### src/sv/nns_pkg.sv
// Package for the nearest-neighbour scaler: field widths, coordinate limit
// and default fraction width shared by all scaler modules.
// Depends on nothing.
package nns_pkg;

    localparam int MAX_DIM       = 4096;
    localparam int FRAC_BITS_DEF = 16;

    // Position, rectangle-size and coordinate widths all follow MAX_DIM.
    localparam int POS_W    = $clog2(MAX_DIM);
    localparam int DIM_W    = POS_W + 1;
    localparam int COORD_W  = $clog2(2 * MAX_DIM);
    localparam int PITCH_W  = 15;
    localparam int BPP_W    = 3;
    localparam int OFFSET_W = 28;
    localparam int CFG_W    = PITCH_W;
    localparam int CFG_IDX_W = 3;

    localparam logic [COORD_W-1:0] COORD_LIMIT = COORD_W'(2 * MAX_DIM - 1);

endpackage

### src/sv/nns_step_div.sv
// Iterative restoring divider that forms one 13.16 step: (size << FRAC_BITS) / span.
// One quotient bit per cycle. Depends on nns_pkg.
module nns_step_div
    import nns_pkg::*;
#(
    parameter int FRAC_BITS = FRAC_BITS_DEF
)
(
    input  logic                         clk,
    input  logic                         rst_n,
    input  logic                         launch,
    input  logic [DIM_W-1:0]             size,
    input  logic [DIM_W-1:0]             span,
    output logic                         running,
    output logic [DIM_W+FRAC_BITS-1:0]   step
);

    localparam int QW    = DIM_W + FRAC_BITS;
    localparam int CNT_W = $clog2(QW);

    typedef enum logic {DIV_IDLE, DIV_RUN} div_state_t;

    div_state_t        state_reg;
    logic [CNT_W-1:0]  count_reg;
    logic [QW-1:0]     work_reg;
    logic [DIM_W-1:0]  rem_reg;

    logic [DIM_W:0]    trial;
    logic [DIM_W:0]    diff;
    logic              fits;

    // Bring down the next dividend bit and try a subtraction.
    always_comb
    begin
        trial = {rem_reg, work_reg[QW-1]};
        diff  = trial - {1'b0, span};
        fits  = (trial >= {1'b0, span});
    end

    always_ff @(posedge clk or negedge rst_n)
    begin
        if (!rst_n)
        begin
            state_reg <= DIV_IDLE;
            count_reg <= '0;
            work_reg  <= QW'(1) << FRAC_BITS;
            rem_reg   <= '0;
        end
        else
        begin
            case (state_reg)
                DIV_IDLE:
                begin
                    if (launch)
                    begin
                        state_reg <= DIV_RUN;
                        count_reg <= CNT_W'(QW - 1);
                        work_reg  <= {size, {FRAC_BITS{1'b0}}};
                        rem_reg   <= '0;
                    end
                end
                DIV_RUN:
                begin
                    work_reg <= {work_reg[QW-2:0], fits};
                    rem_reg  <= fits ? diff[DIM_W-1:0] : trial[DIM_W-1:0];
                    if (count_reg == '0)
                    begin
                        state_reg <= DIV_IDLE;
                    end
                    else
                    begin
                        count_reg <= count_reg - 1'b1;
                    end
                end
                default:
                begin
                    state_reg <= DIV_IDLE;
                end
            endcase
        end
    end

    assign running = (state_reg == DIV_RUN);
    assign step    = work_reg;

endmodule

### src/sv/nns_axis_map.sv
// One axis of the scaler: position times step, scaled down, offset by the
// rectangle origin and saturated. Two register stages. Depends on nns_pkg.
module nns_axis_map
    import nns_pkg::*;
#(
    parameter int FRAC_BITS = FRAC_BITS_DEF
)
(
    input  logic                         clk,
    input  logic [POS_W-1:0]             pos,
    input  logic [DIM_W+FRAC_BITS-1:0]   step,
    input  logic [POS_W-1:0]             base,
    output logic [COORD_W-1:0]           coord
);

    localparam int STEP_W = DIM_W + FRAC_BITS;
    localparam int PROD_W = POS_W + STEP_W;
    localparam int SUM_W  = PROD_W - FRAC_BITS + 1;

    logic [PROD_W-1:0]  prod_reg;
    logic [PROD_W-1:0]  prod_next;
    logic [SUM_W-1:0]   sum;
    logic [COORD_W-1:0] coord_reg;
    logic [COORD_W-1:0] coord_next;

    always_comb
    begin
        prod_next  = {{STEP_W{1'b0}}, pos} * {{POS_W{1'b0}}, step};
        sum        = SUM_W'(base) + {1'b0, prod_reg[PROD_W-1:FRAC_BITS]};
        coord_next = (sum > SUM_W'(COORD_LIMIT)) ? COORD_LIMIT : sum[COORD_W-1:0];
    end

    always_ff @(posedge clk)
    begin
        prod_reg  <= prod_next;
        coord_reg <= coord_next;
    end

    assign coord = coord_reg;

endmodule

### src/sv/nns_offset.sv
// Source byte offset: row times pitch plus column times bytes per pixel,
// forced to zero for positions outside the rectangle. Two register stages.
// Depends on nns_pkg.
module nns_offset
    import nns_pkg::*;
(
    input  logic                  clk,
    input  logic [COORD_W-1:0]    col,
    input  logic [COORD_W-1:0]    row,
    input  logic [PITCH_W-1:0]    pitch,
    input  logic [BPP_W-1:0]      pixel_bytes,
    input  logic                  clear,
    output logic [OFFSET_W-1:0]   offset
);

    localparam int COLT_W = COORD_W + BPP_W;

    logic [BPP_W-1:0]    bpp;
    logic [OFFSET_W-1:0] row_term_reg;
    logic [OFFSET_W-1:0] row_term_next;
    logic [COLT_W-1:0]   col_term_reg;
    logic [COLT_W-1:0]   col_term_next;
    logic                clear_reg;
    logic [OFFSET_W-1:0] offset_reg;
    logic [OFFSET_W-1:0] offset_next;

    // Zero bytes per pixel counts as one, anything above four as four.
    always_comb
    begin
        case (pixel_bytes) inside
            3'd0:          bpp = BPP_W'(1);
            [3'd1:3'd4]:   bpp = pixel_bytes;
            default:       bpp = BPP_W'(4);
        endcase
    end

    // The clear flag is registered beside the two products so that it
    // stays with the item it belongs to.
    always_comb
    begin
        row_term_next = {{(OFFSET_W-COORD_W){1'b0}}, row}
                      * {{(OFFSET_W-PITCH_W){1'b0}}, pitch};
        col_term_next = {{BPP_W{1'b0}}, col} * {{COORD_W{1'b0}}, bpp};
        offset_next   = clear_reg ? '0 : (row_term_reg + OFFSET_W'(col_term_reg));
    end

    always_ff @(posedge clk)
    begin
        row_term_reg <= row_term_next;
        col_term_reg <= col_term_next;
        clear_reg    <= clear;
        offset_reg   <= offset_next;
    end

    assign offset = offset_reg;

endmodule

### src/sv/nearest_neighbor_scaler.sv
// Top level of the nearest-neighbour scaler address generator.
// Uses nns_pkg, nns_step_div, nns_axis_map and nns_offset.
//
// The scaler takes one destination position per clock while busy is low
// and returns its nearest source pixel after five register stages: a
// transfer is accepted on a rising edge with start high and busy low, and
// its result appears on src_col, src_row, src_byte_offset and outside_rect
// for exactly one cycle with done high. The receiver cannot hold results
// back, so it must take every result in the cycle it is shown.
// The rate is one transfer per clock while busy is low. The five stages
// are: input capture and rectangle test, the two step multiplications,
// the scale-down with origin add and saturation, the pitch and pixel-size
// multiplications, and the final offset add. The horizontal and vertical
// steps are held in registers and recomputed by two bit-serial dividers
// whenever a size register (source or target width or height) is written;
// busy is then high from the write cycle until both dividers have finished,
// and no transfer is taken in that time. Writes to the other registers
// leave busy low.
// Positions outside the destination rectangle return zero fields with
// outside_rect set.
module nearest_neighbor_scaler
    import nns_pkg::*;
#(
    parameter int FRAC_BITS = FRAC_BITS_DEF
)
(
    input  logic                  clk,
    input  logic                  rst_n,

    // Command channel
    input  logic                  start,
    output logic                  busy,
    input  logic [POS_W-1:0]      dest_col,
    input  logic [POS_W-1:0]      dest_row,

    // Result channel
    output logic                  done,
    output logic [COORD_W-1:0]    src_col,
    output logic [COORD_W-1:0]    src_row,
    output logic [OFFSET_W-1:0]   src_byte_offset,
    output logic                  outside_rect,

    // Configuration write port
    input  logic                  cfg_we,
    input  logic [CFG_IDX_W-1:0]  cfg_addr,
    input  logic [CFG_W-1:0]      cfg_wdata
);

    localparam int STEP_W = DIM_W + FRAC_BITS;

    // Register indexes of the configuration port.
    localparam logic [CFG_IDX_W-1:0] REG_SOURCE_LEFT   = 3'd0;
    localparam logic [CFG_IDX_W-1:0] REG_SOURCE_TOP    = 3'd1;
    localparam logic [CFG_IDX_W-1:0] REG_SOURCE_WIDTH  = 3'd2;
    localparam logic [CFG_IDX_W-1:0] REG_SOURCE_HEIGHT = 3'd3;
    localparam logic [CFG_IDX_W-1:0] REG_TARGET_WIDTH  = 3'd4;
    localparam logic [CFG_IDX_W-1:0] REG_TARGET_HEIGHT = 3'd5;
    localparam logic [CFG_IDX_W-1:0] REG_SOURCE_PITCH  = 3'd6;
    localparam logic [CFG_IDX_W-1:0] REG_PIXEL_BYTES   = 3'd7;

    // Configuration registers.
    logic [POS_W-1:0]    source_left_reg;
    logic [POS_W-1:0]    source_top_reg;
    logic [DIM_W-1:0]    source_width_reg;
    logic [DIM_W-1:0]    source_height_reg;
    logic [DIM_W-1:0]    target_width_reg;
    logic [DIM_W-1:0]    target_height_reg;
    logic [PITCH_W-1:0]  source_pitch_reg;
    logic [BPP_W-1:0]    pixel_bytes_reg;

    // Step recomputation control.
    logic                size_write;
    logic                div_launch_reg;
    logic                hdiv_running;
    logic                vdiv_running;
    logic [STEP_W-1:0]   hstep;
    logic [STEP_W-1:0]   vstep;

    // Pipeline control and side-band payload.
    logic                accept;
    logic                outside_next;
    logic [4:0]          valid_reg;
    logic [3:0]          outside_pipe_reg;
    logic [POS_W-1:0]    col_s1_reg;
    logic [POS_W-1:0]    row_s1_reg;
    logic [COORD_W-1:0]  col_s3;
    logic [COORD_W-1:0]  row_s3;
    logic [COORD_W-1:0]  col_s4_reg;
    logic [COORD_W-1:0]  row_s4_reg;
    logic [COORD_W-1:0]  src_col_reg;
    logic [COORD_W-1:0]  src_row_reg;
    logic                outside_reg;
    logic [OFFSET_W-1:0] offset_s5;

    // A write to any of the four size registers invalidates both steps.
    assign size_write = cfg_we && (cfg_addr inside {REG_SOURCE_WIDTH, REG_SOURCE_HEIGHT,
                                                    REG_TARGET_WIDTH, REG_TARGET_HEIGHT});

    assign busy   = size_write || div_launch_reg || hdiv_running || vdiv_running;
    assign accept = start && !busy;

    // An empty target rectangle makes every position fall outside.
    assign outside_next = ({1'b0, dest_col} >= target_width_reg)
                       || ({1'b0, dest_row} >= target_height_reg);

    always_ff @(posedge clk or negedge rst_n)
    begin
        if (!rst_n)
        begin
            source_left_reg   <= '0;
            source_top_reg    <= '0;
            source_width_reg  <= DIM_W'(1);
            source_height_reg <= DIM_W'(1);
            target_width_reg  <= DIM_W'(1);
            target_height_reg <= DIM_W'(1);
            source_pitch_reg  <= PITCH_W'(4096);
            pixel_bytes_reg   <= BPP_W'(4);
            div_launch_reg    <= 1'b0;
        end
        else
        begin
            // The dividers start in the cycle after the write, once the new
            // size is in its register.
            div_launch_reg <= size_write;
            if (cfg_we)
            begin
                case (cfg_addr)
                    REG_SOURCE_LEFT:   source_left_reg   <= cfg_wdata[POS_W-1:0];
                    REG_SOURCE_TOP:    source_top_reg    <= cfg_wdata[POS_W-1:0];
                    REG_SOURCE_WIDTH:  source_width_reg  <= cfg_wdata[DIM_W-1:0];
                    REG_SOURCE_HEIGHT: source_height_reg <= cfg_wdata[DIM_W-1:0];
                    REG_TARGET_WIDTH:  target_width_reg  <= cfg_wdata[DIM_W-1:0];
                    REG_TARGET_HEIGHT: target_height_reg <= cfg_wdata[DIM_W-1:0];
                    REG_SOURCE_PITCH:  source_pitch_reg  <= cfg_wdata[PITCH_W-1:0];
                    REG_PIXEL_BYTES:   pixel_bytes_reg   <= cfg_wdata[BPP_W-1:0];
                    default:           ;
                endcase
            end
        end
    end

    nns_step_div #(
        .FRAC_BITS (FRAC_BITS)
    ) u_hdiv (
        .clk     (clk),
        .rst_n   (rst_n),
        .launch  (div_launch_reg),
        .size    (source_width_reg),
        .span    (target_width_reg),
        .running (hdiv_running),
        .step    (hstep)
    );

    nns_step_div #(
        .FRAC_BITS (FRAC_BITS)
    ) u_vdiv (
        .clk     (clk),
        .rst_n   (rst_n),
        .launch  (div_launch_reg),
        .size    (source_height_reg),
        .span    (target_height_reg),
        .running (vdiv_running),
        .step    (vstep)
    );

    // Valid bits and the outside flag travel alongside the data; nothing
    // ever stalls, so they simply shift one stage per clock.
    always_ff @(posedge clk or negedge rst_n)
    begin
        if (!rst_n)
        begin
            valid_reg <= '0;
        end
        else
        begin
            valid_reg <= {valid_reg[3:0], accept};
        end
    end

    always_ff @(posedge clk)
    begin
        if (accept)
        begin
            col_s1_reg <= dest_col;
            row_s1_reg <= dest_row;
        end
        outside_pipe_reg <= {outside_pipe_reg[2:0], outside_next};
        col_s4_reg       <= col_s3;
        row_s4_reg       <= row_s3;
        // Column and row results for positions outside the rectangle are zeroed here.
        src_col_reg      <= outside_pipe_reg[3] ? '0 : col_s4_reg;
        src_row_reg      <= outside_pipe_reg[3] ? '0 : row_s4_reg;
        outside_reg      <= outside_pipe_reg[3];
    end

    nns_axis_map #(
        .FRAC_BITS (FRAC_BITS)
    ) u_col_map (
        .clk   (clk),
        .pos   (col_s1_reg),
        .step  (hstep),
        .base  (source_left_reg),
        .coord (col_s3)
    );

    nns_axis_map #(
        .FRAC_BITS (FRAC_BITS)
    ) u_row_map (
        .clk   (clk),
        .pos   (row_s1_reg),
        .step  (vstep),
        .base  (source_top_reg),
        .coord (row_s3)
    );

    nns_offset u_offset (
        .clk         (clk),
        .col         (col_s3),
        .row         (row_s3),
        .pitch       (source_pitch_reg),
        .pixel_bytes (pixel_bytes_reg),
        .clear       (outside_pipe_reg[2]),
        .offset      (offset_s5)
    );

    assign done            = valid_reg[4];
    assign src_col         = src_col_reg;
    assign src_row         = src_row_reg;
    assign src_byte_offset = offset_s5;
    assign outside_rect    = outside_reg;

endmodule

### config.mk
export PLATFORM = sky130hd
export DESIGN_NAME = nearest_neighbor_scaler
export DESIGN_NICKNAME = d
export VERILOG_FILES = /design/src/sv/nns_pkg.sv /design/src/sv/nns_step_div.sv /design/src/sv/nns_axis_map.sv /design/src/sv/nns_offset.sv /design/src/sv/nearest_neighbor_scaler.sv
export SDC_FILE = /design/constraint.sdc
export NUM_CORES = 2
export LEC_CHECK = 0
export ABC_AREA = 1
export BUFFER_PORTS_ARGS = -buffer_cell sky130_fd_sc_hd__buf_2
export CAP_MARGIN = 30
export CORE_MARGIN = 3
export CORE_UTILIZATION = 60
export DETAILED_ROUTE_END_ITERATION = 6
export GPL_TIMING_DRIVEN = 0
export MAX_ROUTING_LAYER = met4
export PLACE_DENSITY_LB_ADDON = 0.15
export SYNTH_ARGS = -nofsm -noshare
export SYNTH_HDL_FRONTEND = slang
export SYNTH_SLANG_ARGS = --single-unit
export TNS_END_PERCENT = 1
### constraint.sdc
create_clock -name clk -period 6.87 [get_ports clk]
set_input_delay 0.3435 -clock clk [delete_from_list [all_inputs] [get_ports clk]]
set_output_delay 0.3435 -clock clk [all_outputs]
set_load 0.03 [all_outputs]
== After elaboration in Yosys (flattened, before gate mapping) ==
Cells that the tools add are included.
Storage, ports and cells
  flip-flop bits (word level): 458
  ROM bits: 0
  bits in writable memories: 0
  logic and storage cells: 110
  memories: 0
  bits of input ports: 46
  output and inout bits: 57
  bits in latches: 0
Cells by class
  $add $sub $neg: 7
  shift operators: 0
  order comparisons: 8
  divide/modulo/power cells: 0
  reduce and logical (&&, ||, !) cells: 23
  bitwise operators: 2
  mux-type cells: 21
  multiply operators: 4
  eq/ne operators: 11
Operators by type and width (number)
  29-bit one-hot mux with 2 select lines: 2
  12-bit by 29-bit multiplier with 41-bit output: 2
  29-bit 2-to-1 mux: 2
  12-bit by 25-bit adder with 26-bit output: 2
  26-bit by 13-bit greater-than comparator with 1-bit output, second input constant: 2
  13-bit one-hot mux with 2 select lines: 2
  13-bit 2-to-1 mux: 3
  28-bit by 16-bit adder with 28-bit output: 1
  14-bit by 13-bit greater-or-equal comparator with 1-bit output: 2
  13-bit by 15-bit multiplier with 28-bit output: 1
  12-bit by 13-bit greater-or-equal comparator with 1-bit output: 2
  13-bit subtractor: 2
  5-bit one-hot mux with 2 select lines: 2
  2-bit AND reduction: 10
  13-bit by 3-bit multiplier with 16-bit output: 1
  5-bit 2-to-1 mux: 3
  3-bit equality test, second input constant: 4
  5-bit logical NOT: 2
  5-bit by 1-bit subtractor with 5-bit output, second input constant: 2
  2-bit inequality test, second input constant: 4
  3-bit by 2-bit equality test with 1-bit output, second input constant: 2
  3-bit logical NOT: 2
  3-bit 2-to-1 mux: 2
  1-bit logical OR: 4
  9 further kinds: 15

== Longest topological paths before layout ==
  depth after elaboration: 8
  mapped depth: 26
  mapped depth without buffers: 24

== By module ==
From an unflattened synthesis, not the netlist that was laid out.
Second synthesis, totals
  cells, all modules: 6706
  area total of the unflattened synthesis: 50688.6 sq um
Modules (own cells, without submodules)
  nns_axis_map (u_col_map): cells an instance 1867, seq. area each 760.7 sq um, instances 1, area each 13421.6 sq um
  nns_axis_map (u_row_map): cells an instance 1863, seq. area each 760.7 sq um, instances 1, area each 13396.6 sq um
  nns_offset: cells an instance 1570, seq. area each 1461.4 sq um, instances 1, area each 11084.4 sq um
  nearest_neighbor_scaler: cells an instance 598, seq. area each 4371.7 sq um, instances 1, area each 6652.6 sq um
  nns_step_div: cells an instance 404, seq. area each 1202.4 sq um, instances 2, area each 3066.7 sq um

== Worst setup path before layout ==
Ideal clock, no wire load.
  path kind: flip-flop to flip-flop
  from: register col_s1_reg[6]
  to: register u_col_map.prod_reg[39]
  clock period less this slack: 4954 ps
  buffers on the path: 2
  setup slack: 1916 ps
  library setup time: 119 ps
  required time: 6751 ps
  arrival time: 4835 ps
  stages on the path, launching flop included: 21
  path through: edfxtp_1 > clkbuf_1 > clkbuf_1 > nand2_1 > fa_1 > inv_1 > fa_1 > fa_1 > fa_1 > inv_1 > fa_1 > inv_1 > ha_1 > nand2_1 > inv_1 > a21oi_1 > a21boi_0 > nand2_1 > nand2_1 > nand3_1 > xor2_1
On the way
  longest elaborated chain between the ends: 1
Ends and longest elaborated chain
  start: declaration: RTL line nearest_neighbor_scaler.sv:84  | logic [POS_W-1:0] col_s1_reg;
  start signal: assignment: RTL line nearest_neighbor_scaler.sv:184  | col_s1_reg <= dest_col;
  12-bit by 29-bit multiplier with 41-bit output: RTL line nns_axis_map.sv:28  | prod_next = {{STEP_W{1'b0}}, pos} * {{POS_W{1'b0}}, step};
  via u_col_map.prod_next[39]: RTL line nns_axis_map.sv:21  | logic [PROD_W-1:0] prod_next;
  end signal: assignment: RTL line nns_axis_map.sv:35  | prod_reg <= prod_next;
  end: declaration: RTL line nns_axis_map.sv:20  | logic [PROD_W-1:0] prod_reg;
The timed path passes the listed nets, and every way through them passes these cells.
A chain may end at the register's enable or synchronous reset.

== Worst setup path after layout ==
  from: register row_s1_reg[6]
  to: register u_row_map.prod_reg[38]
On the way
  longest elaborated chain between the ends: 1
Ends and longest elaborated chain
  start: declaration: RTL line nearest_neighbor_scaler.sv:85  | logic [POS_W-1:0] row_s1_reg;
  start signal: assignment: RTL line nearest_neighbor_scaler.sv:185  | row_s1_reg <= dest_row;
  12-bit by 29-bit multiplier with 41-bit output: RTL line nns_axis_map.sv:28
  via u_row_map.prod_next[38]: RTL line nns_axis_map.sv:21
  end signal: assignment: RTL line nns_axis_map.sv:35
  end: declaration: RTL line nns_axis_map.sv:20
The timed path passes the listed nets, and every way through them passes these cells.

==> key figures <==
Run status
  – Status: completed

Global route
  – Number of global-route vias before repair: 40200
  – GRT Overall Usage: about a third
  – Global-route wire length before repair: between 200000 and 250000 µm
  – Total global routing overflow: 0
  – Largest net degree at the start of global routing: 101
  – Antenna violations before repair: 2

Setup path
  – Destination of the worst register-to-register timing path: u_row_map.prod_reg[38]$_DFF_P_
  – Critical path endpoint category: register
  – Launch point of the worst reg-to-reg path: row_s1_reg[6]$_DFFE_PP_
  – Max stage delay on crit path: between 600 and 700 ps
  – Critical path arrival: 6750 ps
  – CP startpoint: row_s1_reg[6]$_DFFE_PP_
  – Chain of cells forming the critical path: clkbuf_1 -> clkbuf_1 -> nand2_1 -> fa_1 -> inv_1 -> fa_1 -> fa_1 -> fa_1 -> inv_1 -> fa_1 -> inv_1 -> ha_1 -> a21oi_1 -> o21ai_0 -> a21oi_1 -> nor2_1 -> a211oi_1 -> nand2_1 -> nand2_1 -> nand2_1
  – Largest fanout on the critical path: 10
  – Cells on worst reg2reg path: 20
  – Kind of cell with the highest combined delay on the critical path: adder cells
  – Number of buffer and inverter stages on the critical path: 5
  – Cell occurring most often along the worst timing path: fa_1
  – Slowest cell on the critical path: clkbuf_1
  – Critical Path Sink: u_row_map.prod_reg[38]$_DFF_P_
  – Required time of the critical path: between 7000 and 8000 ps
  – CP startpoint kind: register
  – Setup slack on the worst flop-to-flop path: between 500 and 600 ps
  – Critical path depth in cells: 20
  – Setup CP Type: register to register

Route
  – WL final: between 100000 and 150000 µm
  – Vias per Instance: 5.31
  – Vias post-DR: about 40000
  – Avg WL per Cell: around 17 µm
  – Number of search-and-repair iterations in the first detailed-routing pass: 7
  – Antenna-violating nets left: 0
  – Number of DRC violations after detailed-routing iteration 0: around 2900
  – Remaining DRCs: 0

Timing
  – Final count of hold timing violations: 0
  – Hold Slack: roughly 220 ps
  – Number of slew-limit violations in the final report: 0
  – Summed negative setup slack over all endpoints: 0 ps
  – Slew @ Worst Pin: a little under 1000 ps
  – Count of endpoints failing setup in the final report: 0
  – Minimum clock period: around 6300 ps
  – Fmax: ~0.16 GHz
  – Relative slew slack: around 35%
  – Setup clock skew after layout: about 54 ps
  – Final worst path period share: between 90 and 100%
  – Setup repair after global routing missed its margin: no

Floorplan
  – Die outline height: just under 300 µm
  – I/O pin cnt: a little over 100
  – CORE AREA: approximately 0.079 mm²
  – Starting density of the core: 60.7%
  – Die boundary width: 289 µm
  – Die Outline Area: between 0.08 and 0.09 mm²
  – Row Count: about 100

Clock network
  – CTS buffer count: between 40 and 50
  – Clock Pin Slew Worst Setup and Hold Paths: approximately 60 ps
  – CTS sink count: approximately 430
  – Clock Tree Root: clkbuf_16
  – Post-CTS resize count: 0
  – Worst-Skew Late Latency: ~620 ps
  – Maximum root-to-sink buffer count: 3
  – H-tree depth: 2
  – CTS tree: yes

Yosys
  – Area of the mapped netlist: ~0.048 mm²
  – Fraction of the yosys area taken by sequential cells: just over 20%
  – Mean post-synth cell area: approximately 7.8 µm²
  – Number of distinct standard cells referenced by the synthesized netlist: 54
  – Top flip-flop cell by instance count after synthesis: dfxtp_1
  – Synthesis warning total: 0
  – Post-synthesis async set-or-reset flop share: between 40 and 50%
  – Cells after synthesis: just over 6000
  – Number of nets in the synthesized netlist: about 7200
  – Number of enable-type register cells in the synthesized netlist: 24
  – Flops & latches, synth: ~430

Placed design
  – Port Buffers: just over 100
  – Weighted congestion at the end of routability-driven global placement: 0.974
  – Total half-perimeter wirelength after legalization and detailed placement: around 110000 µm

Cells and area
  – Sequential cell area in the final layout: roughly 0.0097 mm²
  – Area growth from synthesis to layout: 8.09%
  – Ratio of cells with drive above 1 in the final layout: 4.21%
  – # nets final: about 7400
  – Layout fillers: about 7000
  – Multi-input logic area: roughly 0.032 mm²

Worst hold path
  – Worst min path class: input port to register

Flow run
  – Count of maximum capacitance violations: 0
==> synthesized netlist by cell type (22+ instances only) <==
master    count  share of area, %
o22ai_1      37              0.48
nor3_1       32              0.33
dfrtp_1     188               9.8
xor2_1       62               1.1
nand3_1     159               1.7
dfxtp_1     205               8.6
o211ai_1     22              0.34
inv_1      1415                11
fa_1        698                29
nand2_1    1747                14
buf_1        22              0.17
o21ai_0     215               2.2
edfxtp_1     24               1.5
nor2_1      312               2.4
ha_1        332               8.7
a21o_1       34              0.53
nand4_1      25              0.33
a21oi_1     206               2.2
xnor2_1      50              0.91
nand3_2      23              0.48
clkbuf_1    175               1.4
==> what timing repair did <==
action / 4_1_cts / 5_1_grt
setup buffers: 0 / 0
hold endpoints to repair: 120 / 0
hold buffers: 29 / 0
==> layout make-up <==
class | instances | area share [%]
Multi-Input combinational cell | 4105 | 61.8
Sequential cell | 425 | 18.8
Inverter | 1424 | 10.3
Clock buffer | 66 | 2.59
Tap cell | 1050 | 2.54
Timing Repair Buffer | 134 | 1.69
Buffer | 209 | 1.60
Clock inverter | 23 | 0.659
Antenna cell | 3 | 0.0145
==> per-stage QoR <==
stage          setup WS, ps  cells  utilization [%]  cell area, µm²
2_1_floorplan          1920   6163                -           47900
3_3_place_gp            710   7315             63.0           49800
3_5_place_dp            741   7318             63.1           49800
4_1_cts                 736   7436             65.6           51800
5_1_grt                 248   7438             65.6           51800
6_report                589   7439             65.6           51800
==> worst min-delay path by stage <==
| stage | slack [ps] | start | to | cells past startpoint |
|---|---|---|---|---|
| global route | 180 | cfg_addr[1] | div_launch_reg$_DFF_PN0_ | 2 |
| global placement | 310 | outside_pipe_reg[1]$_DFF_P_ | outside_pipe_reg[2]$_DFF_P_ | 0 |
| finish | 220 | cfg_addr[1] | div_launch_reg$_DFF_PN0_ | 2 |
| floorplan | 50 | rst_n | div_launch_reg$_DFF_PN0_ | 0 |
| CTS | 170 | cfg_addr[1] | div_launch_reg$_DFF_PN0_ | 2 |
| detailed placement | 310 | outside_pipe_reg[1]$_DFF_P_ | outside_pipe_reg[2]$_DFF_P_ | 0 |
==> metal layers <==
layer	up-vias	routed length, µm	GRT usage (%)
li1	18800	-	-
met1	19100	54600	43.2
met2	1424	58900	52.3
met3	249	11800	7.12
met4	0	4390	9.89
met5	-	0	-
==> kinds of logic after synthesis <==
| logic type | after synthesis | share of synthesized area, % |
|---|---|---|
| compound gates | 603 | 7.05 |
| xor+xnor | 112 | 2.05 |
| flops | 425 | 20.3 |
| simple gates | 2358 | 19.8 |
| buf+inv | 1633 | 12.9 |
| mux | 2 | 0.0470 |
| fa+ha+maj | 1030 | 37.8 |
==> layout by cell type, fill, tap and decap left out, types with 14 or more instances in the layout <==
cell type	instances
a21o_1	34
a21oi_1	206
a31oi_1	19
buf_1	22
buf_2	109
clkbuf_1	187
clkbuf_16	49
dfrtp_1	188
dfxtp_1	205
dlygate4sd3_1	29
edfxtp_1	24
fa_1	698
ha_1	332
inv_1	1415
nand2_1	1747
nand2_2	14
nand3_1	159
nand3_2	23
nand4_1	25
nor2_1	311
nor3_1	32
o211ai_1	22
o21ai_0	215
o21ai_1	14
o21bai_1	19
o22ai_1	37
xnor2_1	50
xor2_1	62
==> worst register-to-register path: cells and delay by family, from the launching register on <==
kind                       cells  cell delay (ps)
buffers and inverters          5             1390
adders and majority gates      6             2980
DFF                            1              360
and+or+nand+nor                5              510
AOI/OAI and AO/OA              4              910
Power is not shown: default switching activity piles up to over one toggle a cycle in this logic, so the estimate is an artifact.
